[src/sv/xmcr_pkg.sv]
// Shared constants for the XMODEM checksum receiver.
`timescale 1ns / 1ps
package xmcr_pkg;

  localparam int unsigned FRAME_BYTES = 132;
  localparam int unsigned ADDR_W      = $clog2(FRAME_BYTES);
  localparam int unsigned TICK_W      = 16;
  localparam int unsigned ERR_W       = 4;
  localparam int unsigned WORD_BYTES  = 8;
  localparam int unsigned LANE_W      = $clog2(WORD_BYTES);

  // Frame layout
  localparam logic [ADDR_W-1:0] IDX_SEQ     = ADDR_W'(1);
  localparam logic [ADDR_W-1:0] IDX_CMP     = ADDR_W'(2);
  localparam logic [ADDR_W-1:0] IDX_PAY0    = ADDR_W'(3);
  localparam logic [ADDR_W-1:0] IDX_PAYLAST = ADDR_W'(FRAME_BYTES - 2);
  localparam logic [ADDR_W-1:0] IDX_CKS     = ADDR_W'(FRAME_BYTES - 1);

  // Line symbols
  localparam logic [7:0] SYM_SOH = 8'd1;
  localparam logic [7:0] SYM_EOT = 8'd4;
  localparam logic [7:0] SYM_ACK = 8'd6;
  localparam logic [7:0] SYM_NAK = 8'd21;

  // Input item kinds
  localparam logic [1:0] KIND_BYTE = 2'd0;
  localparam logic [1:0] KIND_TICK = 2'd1;

  // Register indexes
  localparam logic [1:0] REG_SHORT_TO = 2'd0;
  localparam logic [1:0] REG_LONG_TO  = 2'd1;
  localparam logic [1:0] REG_ERR_LIM  = 2'd2;

  // Register reset values
  localparam logic [TICK_W-1:0] SHORT_TO_RST = TICK_W'(1000);
  localparam logic [TICK_W-1:0] LONG_TO_RST  = TICK_W'(10000);
  localparam logic [ERR_W-1:0]  ERR_LIM_RST  = ERR_W'(10);
  localparam logic [ERR_W-1:0]  ERR_MAX      = '1;

endpackage

[src/sv/xmodem_checksum_receiver_top.sv]
// XMODEM checksum receiver: frame buffer, protocol phases and check/delivery sequencer.
`timescale 1ns / 1ps
// A byte, tick or poll item updates the protocol state when taken; its replies (up to two)
//   leave in turn as the output register frees up.
// The byte that completes a frame starts a check sweep (one payload byte read and summed
//   per cycle), then a new frame is delivered as sixteen words of eight buffer reads each,
//   one read per cycle, each word waiting for the output register to free up.
// Throughput: one item at a time; in_ready_o stays low while the sequencer is busy.
// Reset: asynchronous, active low; clears phase, counters and registers to their defaults.
//   The frame buffer is not cleared; only bytes written for the current frame are read.
module xmodem_checksum_receiver_top (
  input  logic        clk_i,
  input  logic        rst_ni,
  // configuration write port
  input  logic        cfg_we_i,
  input  logic [1:0]  cfg_idx_i,
  input  logic [15:0] cfg_data_i,
  // input items
  input  logic        in_valid_i,
  output logic        in_ready_o,
  input  logic [1:0]  kind_i,
  input  logic [7:0]  rx_byte_i,
  input  logic        sink_ready_i,
  // result items
  output logic        out_valid_o,
  input  logic        out_ready_i,
  output logic        reply_valid_o,
  output logic [7:0]  reply_byte_o,
  output logic        data_valid_o,
  output logic [63:0] data_word_o,
  output logic        data_last_o,
  output logic        transfer_done_o
);

  localparam int unsigned AW = xmcr_pkg::ADDR_W;
  localparam int unsigned TW = xmcr_pkg::TICK_W;
  localparam int unsigned EW = xmcr_pkg::ERR_W;
  localparam int unsigned LW = xmcr_pkg::LANE_W;

  // Protocol phase, as seen between items.
  typedef enum logic [2:0] {
    PH_START,
    PH_CONNECT,
    PH_COLLECT,
    PH_SINKWAIT,
    PH_RESPOND
  } phase_e;

  // Sequencer that emits results and runs the frame check and delivery.
  typedef enum logic [3:0] {
    SQ_IDLE,
    SQ_NAK0,
    SQ_REPLY,
    SQ_SUM,
    SQ_SUMEND,
    SQ_VERDICT,
    SQ_FETCH,
    SQ_FETCHEND,
    SQ_WORD
  } seq_e;

  // configuration
  logic [TW-1:0] short_to_q, long_to_q;
  logic [EW-1:0] err_lim_q;

  // protocol state
  phase_e        phase_q;
  logic [TW-1:0] tl_q;
  logic [EW-1:0] ec_q;
  logic [AW-1:0] bc_q;
  logic [7:0]    last_seq_q;

  // frame fields captured on arrival
  logic [7:0]    seq_q;
  logic          cmp_ok_q;
  logic [7:0]    cks_q;

  // sequencer
  seq_e          sq_q;
  logic          pend_rep_q;
  logic [7:0]    rep_byte_q;
  logic          rep_done_q;
  logic [AW-1:0] addr_q;
  logic [LW-1:0] lane_q;
  logic          rd_pend_q;
  logic [7:0]    sum_q;
  logic [63:0]   word_q;

  // frame buffer
  logic [7:0]    frame_mem [xmcr_pkg::FRAME_BYTES];
  logic [7:0]    rd_data_q;

  // output register
  logic          out_valid_q;
  logic          reply_valid_q;
  logic [7:0]    reply_byte_q;
  logic          data_valid_q;
  logic [63:0]   data_word_q;
  logic          data_last_q;
  logic          done_q;

  // item decode and next protocol state
  logic          in_fire;
  logic          slot_free;
  logic          is_byte, is_tick;
  phase_e        ph_a, ph_n;
  logic [EW-1:0] ec_a, ec_n, ec_inc;
  logic [TW-1:0] tl_a, tl_n, tl_dec;
  logic [AW-1:0] bc_n;
  logic          expired;
  logic          nak0, rep_v, rep_done, chk, mem_we;
  logic [7:0]    rep_byte;
  logic          frame_ok, frame_new;

  assign in_ready_o = (sq_q == SQ_IDLE);
  assign in_fire    = in_valid_i && in_ready_o;
  assign slot_free  = !out_valid_q || out_ready_i;
  assign is_byte    = (kind_i == xmcr_pkg::KIND_BYTE);
  assign is_tick    = (kind_i == xmcr_pkg::KIND_TICK);

  // Error count saturates at its top value.
  assign ec_inc = (ec_a == xmcr_pkg::ERR_MAX) ? ec_a : ec_a + EW'(1);

  assign frame_ok  = cmp_ok_q && (sum_q == cks_q);
  assign frame_new = (seq_q != last_seq_q);

  // Work out what one item does to the protocol state and which replies it raises.
  always_comb begin
    ph_a = phase_q;
    ec_a = ec_q;
    tl_a = tl_q;
    // Restart once the error limit is reached while waiting on the sender.
    if (phase_q == PH_RESPOND && ec_q >= err_lim_q) begin
      ec_a = '0;
      ph_a = PH_START;
    end
    // Start: send NAK and fall through to connect wait.
    nak0 = (ph_a == PH_START);
    if (nak0) begin
      tl_a = short_to_q;
      ph_a = PH_CONNECT;
    end
    tl_dec  = (tl_a != '0) ? tl_a - TW'(1) : '0;
    expired = is_tick && (tl_dec == '0);

    ph_n     = ph_a;
    ec_n     = ec_a;
    tl_n     = tl_a;
    bc_n     = bc_q;
    rep_v    = 1'b0;
    rep_byte = xmcr_pkg::SYM_NAK;
    rep_done = 1'b0;
    chk      = 1'b0;
    mem_we   = 1'b0;

    unique case (ph_a)
      PH_CONNECT: begin
        if (is_byte && rx_byte_i == xmcr_pkg::SYM_SOH) begin
          bc_n = AW'(1);
          tl_n = short_to_q;
          ph_n = PH_COLLECT;
        end else if (is_tick) begin
          tl_n = tl_dec;
          if (expired) begin
            tl_n  = short_to_q;
            rep_v = 1'b1;
          end
        end
      end
      PH_COLLECT: begin
        if (is_byte) begin
          mem_we = 1'b1;
          tl_n   = short_to_q;
          if (bc_q == xmcr_pkg::IDX_CKS) begin
            bc_n = '0;
            chk  = 1'b1;
          end else begin
            bc_n = bc_q + AW'(1);
          end
        end else if (is_tick) begin
          tl_n = tl_dec;
          if (expired) begin
            ec_n  = ec_inc;
            bc_n  = '0;
            tl_n  = long_to_q;
            ph_n  = PH_RESPOND;
            rep_v = 1'b1;
          end
        end
      end
      PH_SINKWAIT: begin
        // Bytes are dropped and ticks leave the timeout alone here.
        if (sink_ready_i) begin
          tl_n     = long_to_q;
          ph_n     = PH_RESPOND;
          rep_v    = 1'b1;
          rep_byte = xmcr_pkg::SYM_ACK;
        end
      end
      PH_RESPOND: begin
        if (is_byte) begin
          if (rx_byte_i == xmcr_pkg::SYM_SOH) begin
            bc_n = AW'(1);
            tl_n = short_to_q;
            ph_n = PH_COLLECT;
          end else if (rx_byte_i == xmcr_pkg::SYM_EOT) begin
            ec_n     = '0;
            bc_n     = '0;
            ph_n     = PH_START;
            rep_v    = 1'b1;
            rep_byte = xmcr_pkg::SYM_ACK;
            rep_done = 1'b1;
          end
        end else if (is_tick) begin
          tl_n = tl_dec;
          if (expired) begin
            ec_n  = ec_inc;
            tl_n  = long_to_q;
            rep_v = 1'b1;
          end
        end
      end
      default: begin
        ph_n = PH_START;
      end
    endcase
  end

  // Frame buffer: written as bytes arrive, read one byte a cycle by the sequencer.
  always_ff @(posedge clk_i) begin
    if (in_fire && mem_we) begin
      frame_mem[bc_q] <= rx_byte_i;
    end
    rd_data_q <= frame_mem[addr_q];
  end

  // Configuration, protocol state, sequencer and output register.
  always_ff @(posedge clk_i or negedge rst_ni) begin
    if (!rst_ni) begin
      short_to_q    <= xmcr_pkg::SHORT_TO_RST;
      long_to_q     <= xmcr_pkg::LONG_TO_RST;
      err_lim_q     <= xmcr_pkg::ERR_LIM_RST;
      phase_q       <= PH_START;
      tl_q          <= '0;
      ec_q          <= '0;
      bc_q          <= '0;
      last_seq_q    <= '0;
      seq_q         <= '0;
      cmp_ok_q      <= 1'b0;
      cks_q         <= '0;
      sq_q          <= SQ_IDLE;
      pend_rep_q    <= 1'b0;
      rep_byte_q    <= xmcr_pkg::SYM_NAK;
      rep_done_q    <= 1'b0;
      addr_q        <= '0;
      lane_q        <= '0;
      rd_pend_q     <= 1'b0;
      sum_q         <= '0;
      word_q        <= '0;
      out_valid_q   <= 1'b0;
      reply_valid_q <= 1'b0;
      reply_byte_q  <= '0;
      data_valid_q  <= 1'b0;
      data_word_q   <= '0;
      data_last_q   <= 1'b0;
      done_q        <= 1'b0;
    end else begin
      if (cfg_we_i) begin
        unique case (cfg_idx_i)
          xmcr_pkg::REG_SHORT_TO: short_to_q <= cfg_data_i;
          xmcr_pkg::REG_LONG_TO:  long_to_q  <= cfg_data_i;
          xmcr_pkg::REG_ERR_LIM:  err_lim_q  <= cfg_data_i[EW-1:0];
          default: ;
        endcase
      end

      // Drop the held result once taken; a load below overrides this.
      if (out_valid_q && out_ready_i) begin
        out_valid_q <= 1'b0;
      end

      unique case (sq_q)
        SQ_IDLE: begin
          if (in_fire) begin
            phase_q    <= ph_n;
            ec_q       <= ec_n;
            tl_q       <= tl_n;
            bc_q       <= bc_n;
            pend_rep_q <= rep_v;
            rep_byte_q <= rep_byte;
            rep_done_q <= rep_done;
            if (mem_we && bc_q == xmcr_pkg::IDX_SEQ) begin
              seq_q <= rx_byte_i;
            end
            if (mem_we && bc_q == xmcr_pkg::IDX_CMP) begin
              cmp_ok_q <= (rx_byte_i == ~seq_q);
            end
            if (mem_we && bc_q == xmcr_pkg::IDX_CKS) begin
              cks_q <= rx_byte_i;
            end
            addr_q    <= xmcr_pkg::IDX_PAY0;
            sum_q     <= '0;
            rd_pend_q <= 1'b0;
            if (nak0) begin
              sq_q <= SQ_NAK0;
            end else if (rep_v) begin
              sq_q <= SQ_REPLY;
            end else if (chk) begin
              sq_q <= SQ_SUM;
            end
          end
        end
        SQ_NAK0: begin
          if (slot_free) begin
            out_valid_q   <= 1'b1;
            reply_valid_q <= 1'b1;
            reply_byte_q  <= xmcr_pkg::SYM_NAK;
            data_valid_q  <= 1'b0;
            data_word_q   <= '0;
            data_last_q   <= 1'b0;
            done_q        <= 1'b0;
            sq_q          <= pend_rep_q ? SQ_REPLY : SQ_IDLE;
          end
        end
        SQ_REPLY: begin
          if (slot_free) begin
            out_valid_q   <= 1'b1;
            reply_valid_q <= 1'b1;
            reply_byte_q  <= rep_byte_q;
            data_valid_q  <= 1'b0;
            data_word_q   <= '0;
            data_last_q   <= 1'b0;
            done_q        <= rep_done_q;
            sq_q          <= SQ_IDLE;
          end
        end
        SQ_SUM: begin
          // Issue one payload read a cycle; add the byte read the cycle before.
          if (rd_pend_q) begin
            sum_q <= sum_q + rd_data_q;
          end
          rd_pend_q <= 1'b1;
          if (addr_q == xmcr_pkg::IDX_PAYLAST) begin
            sq_q <= SQ_SUMEND;
          end else begin
            addr_q <= addr_q + AW'(1);
          end
        end
        SQ_SUMEND: begin
          sum_q <= sum_q + rd_data_q;
          sq_q  <= SQ_VERDICT;
        end
        SQ_VERDICT: begin
          if (frame_ok && frame_new) begin
            last_seq_q <= seq_q;
            ec_q       <= '0;
            phase_q    <= PH_SINKWAIT;
            addr_q     <= xmcr_pkg::IDX_PAY0;
            lane_q     <= '0;
            rd_pend_q  <= 1'b0;
            sq_q       <= SQ_FETCH;
          end else if (slot_free) begin
            // Bad frame: NAK and count the error; repeated frame: ACK only.
            out_valid_q   <= 1'b1;
            reply_valid_q <= 1'b1;
            reply_byte_q  <= frame_ok ? xmcr_pkg::SYM_ACK : xmcr_pkg::SYM_NAK;
            data_valid_q  <= 1'b0;
            data_word_q   <= '0;
            data_last_q   <= 1'b0;
            done_q        <= 1'b0;
            tl_q          <= long_to_q;
            phase_q       <= PH_RESPOND;
            if (!frame_ok) begin
              ec_q <= (ec_q == xmcr_pkg::ERR_MAX) ? ec_q : ec_q + EW'(1);
            end
            sq_q <= SQ_IDLE;
          end
        end
        SQ_FETCH: begin
          // Shift bytes in from the top so the first byte ends up lowest.
          if (rd_pend_q) begin
            word_q <= {rd_data_q, word_q[63:8]};
          end
          rd_pend_q <= 1'b1;
          addr_q    <= addr_q + AW'(1);
          lane_q    <= lane_q + LW'(1);
          if (lane_q == LW'(xmcr_pkg::WORD_BYTES - 1)) begin
            sq_q <= SQ_FETCHEND;
          end
        end
        SQ_FETCHEND: begin
          word_q <= {rd_data_q, word_q[63:8]};
          sq_q   <= SQ_WORD;
        end
        SQ_WORD: begin
          if (slot_free) begin
            out_valid_q   <= 1'b1;
            reply_valid_q <= 1'b0;
            reply_byte_q  <= '0;
            data_valid_q  <= 1'b1;
            data_word_q   <= word_q;
            data_last_q   <= (addr_q == xmcr_pkg::IDX_CKS);
            done_q        <= 1'b0;
            rd_pend_q     <= 1'b0;
            lane_q        <= '0;
            sq_q          <= (addr_q == xmcr_pkg::IDX_CKS) ? SQ_IDLE : SQ_FETCH;
          end
        end
        default: begin
          sq_q <= SQ_IDLE;
        end
      endcase
    end
  end

  assign out_valid_o     = out_valid_q;
  assign reply_valid_o   = reply_valid_q;
  assign reply_byte_o    = reply_byte_q;
  assign data_valid_o    = data_valid_q;
  assign data_word_o     = data_word_q;
  assign data_last_o     = data_last_q;
  assign transfer_done_o = done_q;

endmodule

[config.mk]
export PLATFORM = sky130hd
export DESIGN_NAME = xmodem_checksum_receiver_top
export DESIGN_NICKNAME = d
export VERILOG_FILES = /design/src/sv/xmcr_pkg.sv /design/src/sv/xmodem_checksum_receiver_top.sv
export SDC_FILE = /design/constraint.sdc
export NUM_CORES = 2
export LEC_CHECK = 0
export BUFFER_PORTS_ARGS = -buffer_cell sky130_fd_sc_hd__buf_4
export CAP_MARGIN = 20
export CORE_MARGIN = 5
export CORE_UTILIZATION = 50
export DETAILED_ROUTE_END_ITERATION = 10
export GPL_ROUTABILITY_DRIVEN = 0
export PLACE_DENSITY_LB_ADDON = 0.15
export SLEW_MARGIN = 25
export SYNTH_ARGS = -nofsm -noshare
export SYNTH_HDL_FRONTEND = slang
export SYNTH_SLANG_ARGS = --single-unit
[constraint.sdc]
create_clock -name clk_i -period 4.8 [get_ports clk_i]
set_input_delay 0 -clock clk_i [delete_from_list [all_inputs] [get_ports clk_i]]
set_output_delay 0 -clock clk_i [all_outputs]
set_load 0.005 [all_outputs]
---- Word level (Yosys, flattened, before mapping) ----
Memories as Yosys holds them, arrays and structs flattened. A register that Yosys moved wholly into a read port is not among the register bits.
Cells that the tools add are included.
operators by class
  equal/unequal tests ..................... 50
  $add $sub $neg .......................... 7
  magnitude comparators ................... 1
  muxes and demuxes ....................... 137
  bitwise gates (word level) .............. 1
  reduce and logical (&&, ||, !) cells .... 54
operator list
  cell                                                              count
  64-bit two-way mux                                                4
  16-bit two-way mux                                                14
  64-bit case mux with 3 select lines                               1
  8-bit two-way mux                                                 18
  64-bit case mux with 2 select lines                               1
  4-bit two-way mux                                                 23
  16-bit case mux with 4 select lines                               1
  8-bit case mux with 4 select lines                                2
  3-bit two-way mux                                                 16
  8-bit case mux with 3 select lines                                2
  4-bit case mux with 9 select lines                                1
  1-bit two-way mux                                                 34
  16-bit case mux with 2 select lines                               1
  2-bit inequality test (second input constant)                     13
  5-bit two-way mux                                                 5
  8-bit == test (second input constant)                             3
  3-bit AND reduction                                               8
  3-bit inequality test (second input constant)                     6
  8-bit by 1-bit adder with 8-bit output (second input constant)    2
  4-bit by 3-bit == test with 1-bit output (second input constant)  4
  8-bit by 1-bit == test with 1-bit output (second input constant)  2
  8-bit == test                                                     2
  16-bit logical NOT                                                1
  4-bit case mux with 2 select lines                                2
  other kinds (44)                                                  84
word-level totals
  word-level logic and storage cells ...... 278
  bits of input ports ..................... 34
  output and inout port bits .............. 78
  flip-flop bits (word level) ............. 267
  memories kept ........................... 1
  RAM bits ................................ 1056
memories
  memory     depth  bits a word  rd ports  clocked after Yosys merged registers in  wr ports  RTL line                            text
  frame_mem  132    8            1         1                                        1         xmodem_checksum_receiver_top.sv:90  logic [7:0] frame_mem [xmcr_pkg::FRAME_BYTES];

---- Longest topological paths before layout ----
  word-level depth ........................ 17
  gate-level depth with buffers ........... 20
  mapped depth without buffers ............ 17

---- Least setup slack after synthesis ----
Ideal clock, no wire load.
  path type ............................... reg-to-reg
  from .................................... register err_lim_q[3]
  to ...................................... register ec_q[0]
  cell stages (with the launch flop) ...... 19
  path buffers ............................ 2
  clock period less this slack ............ 4.582 ns
  setup slack ............................. 0.218 ns
  setup time .............................. 0.082 ns
  data required time ...................... 4.718 ns
  arrival time ............................ 4.499 ns
  cells stage by stage .................... dfstp_2 > inv_1 > ha_1 > a21oi_2 > o211ai_2 > buf_4 > nand2_2 > buf_2 > mux2_2 > inv_1 > ha_1 > nor2b_1 > nand4_1 > or3_1 > a22oi_4 > o2111ai_2 > or4_4 > o31a_1 > o22ai_1
between the ends
  cells in the longest elaborated chain, start to end .. 15
  elaborated cells between the ends (all ways) .. 26
  those cells by class .................... add/sub: 2; order compare: 1; eq/ne: 3; mux: 15; reduce/logical: 5
RTL lines
  what                                                                                  RTL line                                                                  text
  start: declaration                                                                    xmodem_checksum_receiver_top.sv:64                                        logic [EW-1:0] err_lim_q;
  start signal: assignment                                                              xmodem_checksum_receiver_top.sv:242                                       err_lim_q <= xmcr_pkg::ERR_LIM_RST;
  start signal: assignment                                                              xmodem_checksum_receiver_top.sv:272                                       xmcr_pkg::REG_ERR_LIM: err_lim_q <= cfg_data_i[EW-1:0];
  4-bit >= comparator (*)                                                               xmodem_checksum_receiver_top.sv:133                                       if (phase_q == PH_RESPOND && ec_q >= err_lim_q) begin
  1-bit logical AND (*)                                                                 xmodem_checksum_receiver_top.sv:133
  3-bit two-way mux                                                                     xmodem_checksum_receiver_top.sv:133
  3-bit logical NOT                                                                     xmodem_checksum_receiver_top.sv:138                                       nak0 = (ph_a == PH_START);
  16-bit two-way mux                                                                    xmodem_checksum_receiver_top.sv:139                                       if (nak0) begin
  16-bit by 1-bit subtractor with 16-bit output or 16-bit nonzero test (tied branches)  xmodem_checksum_receiver_top.sv:143                                       tl_dec = (tl_a != '0) ? tl_a - TW'(1) : '0;
  16-bit two-way mux                                                                    xmodem_checksum_receiver_top.sv:143
  16-bit logical NOT                                                                    xmodem_checksum_receiver_top.sv:144                                       expired = is_tick && (tl_dec == '0);
  1-bit logical AND                                                                     xmodem_checksum_receiver_top.sv:144
  4-bit two-way mux                                                                     xmodem_checksum_receiver_top.sv:182, xmodem_checksum_receiver_top.sv:216
  4-bit two-way mux                                                                     xmodem_checksum_receiver_top.sv:214                                       end else if (is_tick) begin
  4-bit two-way mux, on equally long branches                                           xmodem_checksum_receiver_top.sv:201, xmodem_checksum_receiver_top.sv:171
  4-bit case mux with 2 select lines (*)                                                xmodem_checksum_receiver_top.sv:156                                       unique case (ph_a)
  4-bit two-way mux (*)                                                                 xmodem_checksum_receiver_top.sv:284                                       if (in_fire) begin
  4-bit case mux with 2 select lines (*)                                                xmodem_checksum_receiver_top.sv:282                                       unique case (sq_q)
  end signal: assignment                                                                xmodem_checksum_receiver_top.sv:286                                       ec_q <= ec_n;
  end signal: assignment                                                                xmodem_checksum_receiver_top.sv:374                                       ec_q <= (ec_q == xmcr_pkg::ERR_MAX) ? ec_q : ec_q + EW'(1);
  end: declaration                                                                      xmodem_checksum_receiver_top.sv:69                                        logic [EW-1:0] ec_q;
Every way passes the cells marked *; elsewhere a longest branch is shown, timed or not. The select of a mux whose other input is x is not followed.
A chain may end at the register's enable or synchronous reset.

---- Final worst setup path ----
  from .................................... register err_lim_q[1]
  to ...................................... register tl_q[15]
between the ends
  cells in the longest elaborated chain, start to end .. 15
  elaborated cells between the ends (all ways) .. 27
  those cells by class .................... add/sub: 1; order compare: 1; eq/ne: 4; mux: 16; reduce/logical: 5
RTL lines
  what                                                                                  RTL line                                                                                                       text
  4-bit >= comparator (*)                                                               xmodem_checksum_receiver_top.sv:133
  1-bit logical AND (*)                                                                 xmodem_checksum_receiver_top.sv:133
  3-bit two-way mux (*)                                                                 xmodem_checksum_receiver_top.sv:133
  3-bit logical NOT                                                                     xmodem_checksum_receiver_top.sv:138
  16-bit two-way mux                                                                    xmodem_checksum_receiver_top.sv:139
  16-bit by 1-bit subtractor with 16-bit output or 16-bit nonzero test (tied branches)  xmodem_checksum_receiver_top.sv:143
  16-bit two-way mux                                                                    xmodem_checksum_receiver_top.sv:143
  16-bit logical NOT                                                                    xmodem_checksum_receiver_top.sv:144
  1-bit logical AND                                                                     xmodem_checksum_receiver_top.sv:144
  16-bit two-way mux, on equally long branches                                          xmodem_checksum_receiver_top.sv:182, xmodem_checksum_receiver_top.sv:216, xmodem_checksum_receiver_top.sv:164
  16-bit two-way mux, on equally long branches                                          xmodem_checksum_receiver_top.sv:214, xmodem_checksum_receiver_top.sv:162
  16-bit two-way mux, on equally long branches                                          xmodem_checksum_receiver_top.sv:201, xmodem_checksum_receiver_top.sv:158, xmodem_checksum_receiver_top.sv:171
  16-bit case mux with 4 select lines (*)                                               xmodem_checksum_receiver_top.sv:156
  16-bit two-way mux (*)                                                                xmodem_checksum_receiver_top.sv:284
  16-bit case mux with 2 select lines (*)                                               xmodem_checksum_receiver_top.sv:282
  end signal: assignment                                                                xmodem_checksum_receiver_top.sv:287                                                                            tl_q <= tl_n;
  end signal: assignment                                                                xmodem_checksum_receiver_top.sv:371                                                                            tl_q <= long_to_q;
  end: declaration                                                                      xmodem_checksum_receiver_top.sv:68                                                                             logic [TW-1:0] tl_q;
Marked as above.

==> results.json <==
{
  "vias": 31686,
  "power_density_nw_per_um2": 508.8,
  "insertion_delay_ns": 0.76,
  "yosys_warnings": 0,
  "nFillCells": 8284,
  "worst_pin_slew_ns": 1.136,
  "postLayoutCoreUtil_pct": 57.47,
  "clockRootBuffer": "clkbuf_16",
  "syn_avg_cell_area_sq_um": 16.97,
  "drt_first_pass_iters": 7,
  "grt_usage_pct": 24.22,
  "holdWs_ns": 0.04043,
  "yosysUniqueCellTypes": 102,
  "start_util_pct": 50.33,
  "fin_nets": 3523,
  "dp_hpwl_microns": 89440,
  "fin_crit_sh_pct": 98.27,
  "slew_violations": 0,
  "cts.clk_slew.worst_paths_ns": 0.06,
  "required_ns": 5.44,
  "drt_iter0_markers": 3509,
  "end_kind": "flop",
  "rsz0062_at_grt": "true",
  "grtUsageMet2_pct": 38.69,
  "multi_input_area_sq_um": 16530,
  "rows": 122,
  "cts_tree": "built",
  "yosys.area.top_type": "edfxtp_1",
  "slew_headroom_pct": 24.08,
  "antenna_found_initial": 4,
  "grt_pass1_vias": 31921,
  "p_leak_nw": 21.78,
  "arrival_ns": 5.36,
  "setup_ws_ns": 0.08320,
  "grt_busiest_layer": "met2",
  "crit_fanout": 10,
  "synthCells": 3283,
  "drt-total-wl_microns": 142100,
  "drtAntennaViolNets": 0,
  "syn_area_sq_um": 55700,
  "grt_first_pass_wirelength_microns": 212500,
  "drv_cap": 0,
  "avgRoutedWirePerCell_microns": 28.04,
  "use_met1_pct": 34.61,
  "seqCellArea_sq_um": 38310,
  "synthTopCellsByArea": "edfxtp_1 57%, mux4_2 14%, dfrtp_1 11%",
  "synth_top_area_share_pct": 56.93,
  "holdCritPathClass": "input port to flop",
  "setup_viol": 0,
  "seq_area_frac_synth_pct": 68.75,
  "io_buffers": 107,
  "areaGrowthSynthToFinish_pct": 14.18,
  "async_flop_share_pct": 19.39,
  "ir_drop_mv": 0.3851,
  "fin_worst_skew_ns": 0.03631,
  "numCtsBuffers": 138,
  "place_ws_ns": -0.2347,
  "start_kind": "flop",
  "coreArea_sq_um": 110700,
  "via_per_inst": 6.250,
  "period_minus_slack_ns": 4.717,
  "drc": 0,
  "worstSetupPathType": "flop to flop",
  "grt-ovfl-total": 0,
  "layout-drive-gt1-share_pct": 26.76,
  "synth_seq_cells": 1320,
  "hold_viol": 0,
  "status": "complete, no violations",
  "ys.flop_type": "edfxtp_1",
  "clock_sinks": 1320,
  "fp.dieH_microns": 343.8,
  "die_w_microns": 343.8,
  "io_pins": 112,
  "cts.htree.levels": 4,
  "grt_max_degree": 140,
  "met3_usage_pct": 5.025,
  "synth_edf_count": 1056,
  "max_freq_ghz": 0.2120,
  "clock_path_buffers": 3,
  "die_area_sq_um": 118200
}
==> placed cells by master, fill, tap and decap left out, types with 16 or more instances in the layout <==
| cell type | count |
|---|---|
| xnor2_1 | 16 |
| clkbuf_1 | 28 |
| mux2_2 | 133 |
| inv_1 | 28 |
| buf_4 | 188 |
| nand2b_1 | 19 |
| clkinv_1 | 25 |
| o21ai_0 | 159 |
| clkbuf_16 | 141 |
| nand2_1 | 278 |
| xor2_1 | 26 |
| edfxtp_1 | 1056 |
| ha_1 | 21 |
| mux4_2 | 344 |
| mux2i_1 | 23 |
| dfrtp_1 | 238 |
| a221oi_1 | 16 |
| nor2_1 | 201 |
| o211ai_1 | 17 |
| or3_1 | 16 |
| dlygate4sd3_1 | 42 |
| a21oi_1 | 75 |
| nor3_1 | 28 |
| nand3_1 | 45 |
==> report_power, final <==
group          internal (mW)  leakage [nW]  total (mW)  switching (mW)
logic                   3.43          6.62        8.03            4.60
clock network           6.28          2.22        10.7            4.46
registers               12.8          12.9        13.6           0.802
==> registers in the layout, summed over array words and instances, names as in the netlist, 16 cells and up <==
signal       cells
data_word_o     64
frame_mem     1056
long_to_q       16
short_to_q      16
tl_q            16
word_q          64
==> critical path, stage by stage (launching register included) <==
cell,delay [ns]
dfstp_2,0.53
inv_1,0.05
ha_1,0.32
o211ai_4,0.23
o211ai_2,0.14
nand2_2,0.13
mux2_2,0.38
inv_1,0.14
ha_2,0.22
nor2b_1,0.25
nand4_1,0.18
buf_4,0.20
or4_1,0.47
nand3_1,0.13
a32oi_2,0.09
o2111ai_4,0.17
nor4_4,0.07
buf_12,0.18
buf_4,0.14
or3_1,0.34
a41o_1,0.24
==> metrics by stage <==
stage,instance area [sq um],setup TNS (ns),std cells,total power [mW]
after global placement,58440,0,4765,21.51
after detailed placement,58440,-1.197,4765,21.66
final,63600,0,5070,32.36
after global routing,63590,-0.01966,5068,33.56
after CTS,63510,0,5063,32.43
after floorplan,55710,0,3286,18.83
==> worst paths after layout <==
check                                  to  cells past startpoint           start  slack [ns]
setup / recovery                 tl_q[15]                     20    err_lim_q[1]        0.08
hold / removal               long_to_q[6]                      3   cfg_data_i[6]        0.04
setup reg to reg                 tl_q[15]                     20    err_lim_q[1]        0.08
hold reg to reg            data_word_o[1]                      2  data_word_o[1]        0.48
max in group asynchronous      word_q[31]                      4          rst_ni        3.33
min in group asynchronous         tl_q[3]                      3          rst_ni        0.38
==> final cells by class <==
cell class                 count  share of cell area [%]
inverter                      28                  0.1653
sequential                  1320                   60.23
timing repair buffer         249                   3.455
clock buffer                 182                   5.994
antenna                        2                0.007869
tap                         1488                   2.927
clock inverter                72                   1.228
multi-input combinational   1729                   25.99
==> metal layers <==
| layer | wire (microns) | share of wire [%] |
|---|---|---|
| met5 | 27 | 0.019 |
| met4 | 3893 | 2.7 |
| met3 | 12050 | 8.5 |
| met2 | 67820 | 48 |
| met1 | 58350 | 41 |
==> repair_timing <==
| item | in CTS | in global routing |
|---|---|---|
| buffers inserted | 2 | 4 |
| pin swaps | 1 | 5 |
| resized for setup | 1 | 7 |
| endpoints found under the hold margin | 348 | 40 |
| hold buffers | 42 | 1 |
| endpoints found under the setup margin | 8 | 22 |
| gates cloned | 0 | 0 |
==> Yosys cell counts, types with 14 or more instances <==
| library cell | number |
|---|---|
| a221oi_1 | 16 |
| nand3_1 | 45 |
| mux2i_1 | 23 |
| o21ai_0 | 160 |
| o31ai_1 | 14 |
| inv_1 | 28 |
| dfstp_2 | 14 |
| a21oi_1 | 75 |
| nand2_1 | 279 |
| nor2_1 | 202 |
| nand4_1 | 14 |
| nor2b_1 | 16 |
| dfrtp_1 | 242 |
| o211ai_1 | 17 |
| nand2b_1 | 19 |
| xor2_1 | 26 |
| mux2_2 | 133 |
| or3_1 | 16 |
| ha_1 | 22 |
| and2_1 | 16 |
| edfxtp_1 | 1056 |
| and3_1 | 14 |
| buf_1 | 31 |
| a22oi_1 | 15 |
| mux4_2 | 344 |
| clkbuf_1 | 148 |
| xnor2_1 | 16 |
| nor3_1 | 30 |
| buf_2 | 16 |
==> cells by family (layout without fill, tap and decap cells) <==
group,Yosys count,in the layout,synth area share [%]
buffers and inverters,237,531,1.743
muxes,501,501,17.05
DFF,1320,1320,68.75
AOI/OAI and AO/OA,447,447,5.330
adders and majority gates,23,23,0.5301
other,1,6,0.006732
and+or+nand+nor,712,712,5.932
xor gates and xnor gates,42,42,0.6604
Note: power is estimated with default switching activity, not from simulation.
